===== src/rtl/core/bzp_pkg.sv =====
// Shared types and constants for the de Casteljau Bezier point evaluator.
// No dependencies; every other file in rtl/core refers to this package by scoped names.
`default_nettype none

package bzp_pkg;

    localparam int MAX_POINTS = 128;
    localparam int COORD_BITS = 10;
    localparam int FRAC_BITS  = 16;
    localparam int IDX_BITS   = $clog2(MAX_POINTS);
    localparam int WORK_BITS  = COORD_BITS + FRAC_BITS;

    // curve parameter is unsigned Q1.16 on a 17-bit port
    localparam int T_BITS = 16;
    localparam logic [T_BITS:0] T_ONE = (T_BITS + 1)'(1) << T_BITS;

    localparam int PCOUNT_BITS = 8;
    localparam logic [PCOUNT_BITS-1:0] PCOUNT_RESET = PCOUNT_BITS'(2);

    localparam logic KIND_LOAD = 1'b0;
    localparam logic KIND_EVAL = 1'b1;

    typedef struct packed {
        logic [COORD_BITS-1:0] x;
        logic [COORD_BITS-1:0] y;
    } t_coord_pt;

    typedef struct packed {
        logic [WORK_BITS-1:0] x;
        logic [WORK_BITS-1:0] y;
    } t_work_pt;

    // broadcast to every cell of the chain
    typedef struct packed {
        logic            shift;  // take the left neighbor's point
        logic            step;   // interpolate with the right neighbor's point
        logic [T_BITS:0] t;
    } t_cell_ctrl;

endpackage

`default_nettype wire


===== src/rtl/core/bzp_cell.sv =====
// One interpolation cell: holds a working point, shifts it right during fill
// or blends it with its right neighbor during a pass. Depends on bzp_pkg.
`default_nettype none

module bzp_cell (
    input  wire logic                i_clk,
    input  wire bzp_pkg::t_cell_ctrl i_ctrl,
    input  wire bzp_pkg::t_work_pt   i_left,
    input  wire bzp_pkg::t_work_pt   i_right,
    output bzp_pkg::t_work_pt        o_pt
);

    localparam int W         = bzp_pkg::WORK_BITS;
    localparam int PROD_BITS = W + bzp_pkg::T_BITS + 3;

    bzp_pkg::t_work_pt r_pt;
    bzp_pkg::t_work_pt n_pt;

    // b + ((t * (a - b)) >>> T_BITS), equal to (t*a + (1-t)*b) >> T_BITS
    function automatic logic [W-1:0] lerp(
        input logic [bzp_pkg::T_BITS:0] t,
        input logic [W-1:0]             a,
        input logic [W-1:0]             b
    );
        logic signed [W:0]           diff;
        logic signed [PROD_BITS-1:0] t_ext;
        logic signed [PROD_BITS-1:0] d_ext;
        logic signed [PROD_BITS-1:0] prod;
        logic signed [PROD_BITS-1:0] sum;
        diff  = $signed({1'b0, a}) - $signed({1'b0, b});
        t_ext = $signed({{(PROD_BITS - bzp_pkg::T_BITS - 1){1'b0}}, t});
        d_ext = {{(PROD_BITS - W - 1){diff[W]}}, diff};
        prod  = t_ext * d_ext;
        sum   = (prod >>> bzp_pkg::T_BITS)
              + $signed({{(PROD_BITS - W){1'b0}}, b});
        return sum[W-1:0];
    endfunction

    always_comb begin
        n_pt = r_pt;
        priority if (i_ctrl.shift) begin
            n_pt = i_left;
        end else if (i_ctrl.step) begin
            n_pt.x = lerp(i_ctrl.t, r_pt.x, i_right.x);
            n_pt.y = lerp(i_ctrl.t, r_pt.y, i_right.y);
        end
    end

    always_ff @(posedge i_clk) begin
        r_pt <= n_pt;
    end

    assign o_pt = r_pt;

endmodule

`default_nettype wire


===== config.mk =====
export PLATFORM = sky130hd
export DESIGN_NAME = bzp_cell
export DESIGN_NICKNAME = d
export VERILOG_FILES = /design/src/rtl/core/bzp_pkg.sv /design/src/rtl/core/bzp_cell.sv
export SDC_FILE = /design/constraint.sdc
export NUM_CORES = 2
export LEC_CHECK = 0
export ABC_AREA = 1
export ABC_CLOCK_PERIOD_IN_PS = 9650
export BUFFER_PORTS_ARGS = -buffer_cell sky130_fd_sc_hd__clkbuf_2
export CAP_MARGIN = 20
export CORE_UTILIZATION = 56
export DETAILED_ROUTE_END_ITERATION = 8
export MAX_ROUTING_LAYER = met4
export PLACE_DENSITY_LB_ADDON = 0.2
export REMOVE_ABC_BUFFERS = 1
export SYNTH_ARGS = -nofsm -noshare
export SYNTH_HDL_FRONTEND = slang
export SYNTH_SLANG_ARGS = --single-unit
export TNS_END_PERCENT = 5

===== constraint.sdc =====
create_clock -name i_clk -period 9.65 [get_ports i_clk]
set_input_delay 1.4475 -clock i_clk [delete_from_list [all_inputs] [get_ports i_clk]]
set_output_delay 1.4475 -clock i_clk [all_outputs]
set_load 0.01 [all_outputs]

# Word level (Yosys, flattened, before mapping)
# Cells that the tools add are included.
[op_classes] add_sub_neg=4 multipliers=2 muxes=2 n_reduce_logical=1
[ops] op="52-bit two-way mux" n=2
[ops] op="18-bit by 27-bit multiplier with 42-bit output" n=2
[ops] op="26-bit by 26-bit subtractor with 27-bit output" n=2
[ops] op="26-bit adder" n=2
[ops] op="2-bit nonzero test" n=1
[word_totals] ff_bits=52 input_bits=124 out_inout_bits=52 wordCells=11

# Longest topological paths before layout
[depth] word_depth=5 ltp_mapped=54

# Least setup slack after synthesis
# Ideal clock, no wire load.
[synth_path] kind="input port to flip-flop" start="input i_right[26] in the netlist's numbering" end="register r_pt (netlist bit o_pt[50]) (data pin)" arrival_time_ps=9381 slack_ps=117 cell_stages=45 path_buffers=0 path_cell_list="ha_1 -> fa_1 -> inv_1 -> nand2_1 -> nand3_1 -> o21ai_0 -> o21ai_0 -> inv_1 -> o21ai_0 -> or2_2 -> nand2_1 -> clkinv_1 -> nand2_1 -> fa_1 -> inv_1 -> fa_1 -> inv_1 -> fa_1 -> [9 not listed] -> a21oi_1 -> o21ai_0 -> a21oi_1 -> o21ai_0 -> nand2_1 -> nand2_1 -> xor2_1 -> ha_1 -> nand2_1 -> nor2_1 -> nor3b_1 -> nand4_1 -> nand3_1 -> nand3_1 -> nand2_1 -> a21oi_1 -> or2_2 -> a31oi_1"
[synth_rtl] item="start: declaration" line="bzp_cell.sv:9" source="input wire bzp_pkg::t_work_pt i_right,"
[synth_rtl] item="end signal: assignment" line="bzp_cell.sv:50" source="r_pt <= n_pt;"
[synth_rtl] item="end: declaration" line="bzp_cell.sv:16" source="bzp_pkg::t_work_pt r_pt;"

==> flow_summary_export.csv <==
group,metric,value,unit
status,outcome,"finished, violations left",
status,failed_checks,"setup timing",
sta,max_freq,101,MHz
floorplanning,top_level_ports,176,
critical_path,setup.worst_path.class,"input port to flop",
layout,layout-area-overhead-vs-synth,31.1,%
clocking,clock_sinks,52,
clocking,cts_hold_buffers,0,
critical_path,register_to_register_setup_slack,0.44,ns
clocking,ctsRootBufferMaster,"clkbuf_16",
sta,timing.final.crit_share,1.03,
sta,final-hold-violation-count,0,
routing,drt_first_iter_violations,3102,
flow_run,drv_cap,0,
floorplanning,fp.dieArea,70800,µm²
sta,rsz_0062_raised_after_global_routing,"yes",
yosys,netlist-cell-type-count,62,
grt,via_count_of_the_first_global_routing_pass,38200,
sta,setup_total_negative_slack,-2.26,ns
floorplanning,initial_util,0.568,
sta,tightest_slew,0.998,ns
clocking,cts_max_path_buffers,2,
yosys,syn-instance-count,5127,
sta,timing.final.ws_setup,-0.261,ns
clocking,cts_tree,"done",
critical_path,startpoint_type,"input port",
routing,final_antenna_net_count,0,
critical_path,critPathArrivalTime,10.02,ns
floorplanning,floorplan.die.width,266,µm
sta,setup_violations,21,
routing,via_count,37500,
routing,remaining_drc_errors,0,
critical_path,worstSetupEndpointType,"flop",
critical_path,worstPathMaxFanout,4,
layout,number_of_flip_flops_in_the_largest_register,52,
floorplanning,core-area,68800,µm²
layout,fin_nets,7417,
clocking,insertion_delay,0.37,ns
grt,grt_max_degree,53,
yosys,netlist_area,39100,µm²
critical_path,setup.worst_path.start,"i_right[3]",
sta,finalWorstPathRequiredPeriod,9.91,ns
clocking,cts_max_level,2,
critical_path,timing.critical_path.max_delay_family,"adder cells",
routing,first_pass_iters,6,
placement,place_hpwl,112000,µm
critical_path,critical-path-max-stage-delay,0.54,ns
routing,wl_per_cell,19.2,µm
yosys,synth_sequential_area_ratio,0.0400,
critical_path,critPathSlowestCell,"fa_1",
clocking,worst_setup_hold_path_clk_slew,0.12,ns
critical_path,count_of_buffer_and_inverter_cells_on_the_critical_path,16,
sta,skew,0.0238,ns
placement,number_of_i_o_port_buffers,175,
placement,routabilityCongestion,1.01,
grt,grt_overflow_total,0,
yosys,ys.warnings.count,0,
yosys,synth_seq_cells,52,
layout,proportion_of_layout_cells_with_a_drive_suffix_above_1,0.281,
hold_path,min-delay-path-class,"input port to flop",
grt,track_usage,0.400,
sta,finalMaxSlewViolations,0,
hold_path,worstHoldStart,"i_left[34]",
grt,antenna_found_initial,10,
clocking,numCtsBuffers,5,
critical_path,required,9.76,ns
critical_path,critical_path.reg2reg.startpoint,"o_pt[35]$_DFFE_PP_",
floorplanning,die_y,266,µm
routing,vias_per_cell,5.30,
floorplanning,std_cell_rows,96,
sta,timing.slew.headroom,0.335,
routing,totalWireLength,136000,µm
yosys,avgSynthCellArea,7.62,µm²
grt,grt_first_pass_wirelength,208000,µm
path summary, 6_finish.rpt:
check	to	cells past startpoint
setup / recovery	o_pt[22]$_DFFE_PP_	49
hold / removal	o_pt[34]$_DFFE_PP_	3
setup reg to reg	o_pt[50]$_DFFE_PP_	44
hold reg to reg	o_pt[25]$_DFFE_PP_	10
timing repair:
action,in CTS,in global routing
endpoints found under the setup margin,40,39
gates resized for setup,279,399
pin swaps,103,241
buffers inserted,39,59
cloned,1,0
hold endpoints to repair,0,0
metal layers:
metal / track usage / wire, µm / vias up
met1: 0.519 / 54700 / 18500
met4: 0.184 / 7210 / 0
met5: - / 0 / -
met3: 0.0852 / 13100 / 368
li1: - / - / 17000
met2: 0.603 / 61200 / 1697
logic make-up (layout without fill, tap and decap cells):
logic type | after synthesis | after routing | synth area share
XOR/XNOR | 97 | 97 | 0.0226
adder cells (fa/ha/maj) | 1154 | 1154 | 0.533
flip-flops | 52 | 52 | 0.0400
AO/OA/AOI/OAI | 409 | 409 | 0.0607
other | 0 | 11 | 0
buffers and inverters | 1565 | 2577 | 0.152
AND/OR/NAND/NOR | 1850 | 1851 | 0.191
worst register-to-register path, delay by kind of cell, from the launching register on:
family,cells,cell delay [ns]
fa+ha+maj,9,3.74
simple gates,14,1.99
xor+xnor,2,0.42
compound gates,7,1.08
flops,1,0.59
buf+inv,12,1.24
cell usage after synthesis (all sizes together):
library cell,number,area share
o31ai,3,0.00058
clkbuf,124,0.012
a21boi,5,0.00096
clkinv,12,0.0012
a21oi,189,0.025
o311ai,1,0.00042
nor2,631,0.061
inv,1408,0.14
o21bai,21,0.0042
nand3,140,0.018
nor3b,2,0.00067
nor3,20,0.0026
xor2,59,0.014
nand4,21,0.0034
a21o,20,0.0038
ha,302,0.097
edfxtp,52,0.040
and2,1,0.00016
xnor2,38,0.0087
fa,852,0.44
and3,1,0.00016
a211oi,4,0.00090
o211a,1,0.00026
a221oi,4,0.00090
a31oi,31,0.0053
o21ai,115,0.015
or2,48,0.0077
o21a,6,0.0012
nor4,10,0.0018
o31a,1,0.00022
nand2,972,0.095
o221ai,2,0.00045
buf,21,0.0037
o211ai,4,0.00077
o21ba,1,0.00026
o2111ai,1,0.00022
nand3b,4,0.00077
per-stage QoR:
stage                     setup WS, ns  std cells   util  hold slack (ns)  instance area (µm²)
final                           -0.261       7082  0.744             1.35                51200
after global routing            -0.527       7080  0.744             1.36                51200
after CTS                       -0.137       7012  0.711             1.34                49000
after detailed placement         -1.88       6964  0.686             1.46                47200
after global placement           -1.85       6964  0.686             1.44                47200
after floorplan                -0.0300       4982      -             1.18                38500
cells in the final DEF, fill, tap and decap left out, types with 69 or more instances in the layout:
master    synthesis  routed
fa_1            852     833
clkbuf_2          0     165
ha_4              0      71
buf_4             3     920
ha_1            302     227
nand2_1         959     893
a21oi_1         181     105
nor2_1          619     552
nand3_1         138     120
a21oi_2           7      69
inv_1          1401    1340
area by class of cell:
class                           instances  area (µm²)
Multi-Input combinational cell       3511       34400
Fill cell                            5441       17600
Timing Repair Buffer                 1149        8570
Inverter                             1420        5360
Sequential cell                        52        1560
Tap cell                              931        1160
Clock buffer                            6         129
Clock inverter                          2        35.0
Antenna cell                           11        27.5
Power is left out: the tool's default activity adds up to more than one toggle a clock period on the data nets, which glitch-free logic cannot reach.
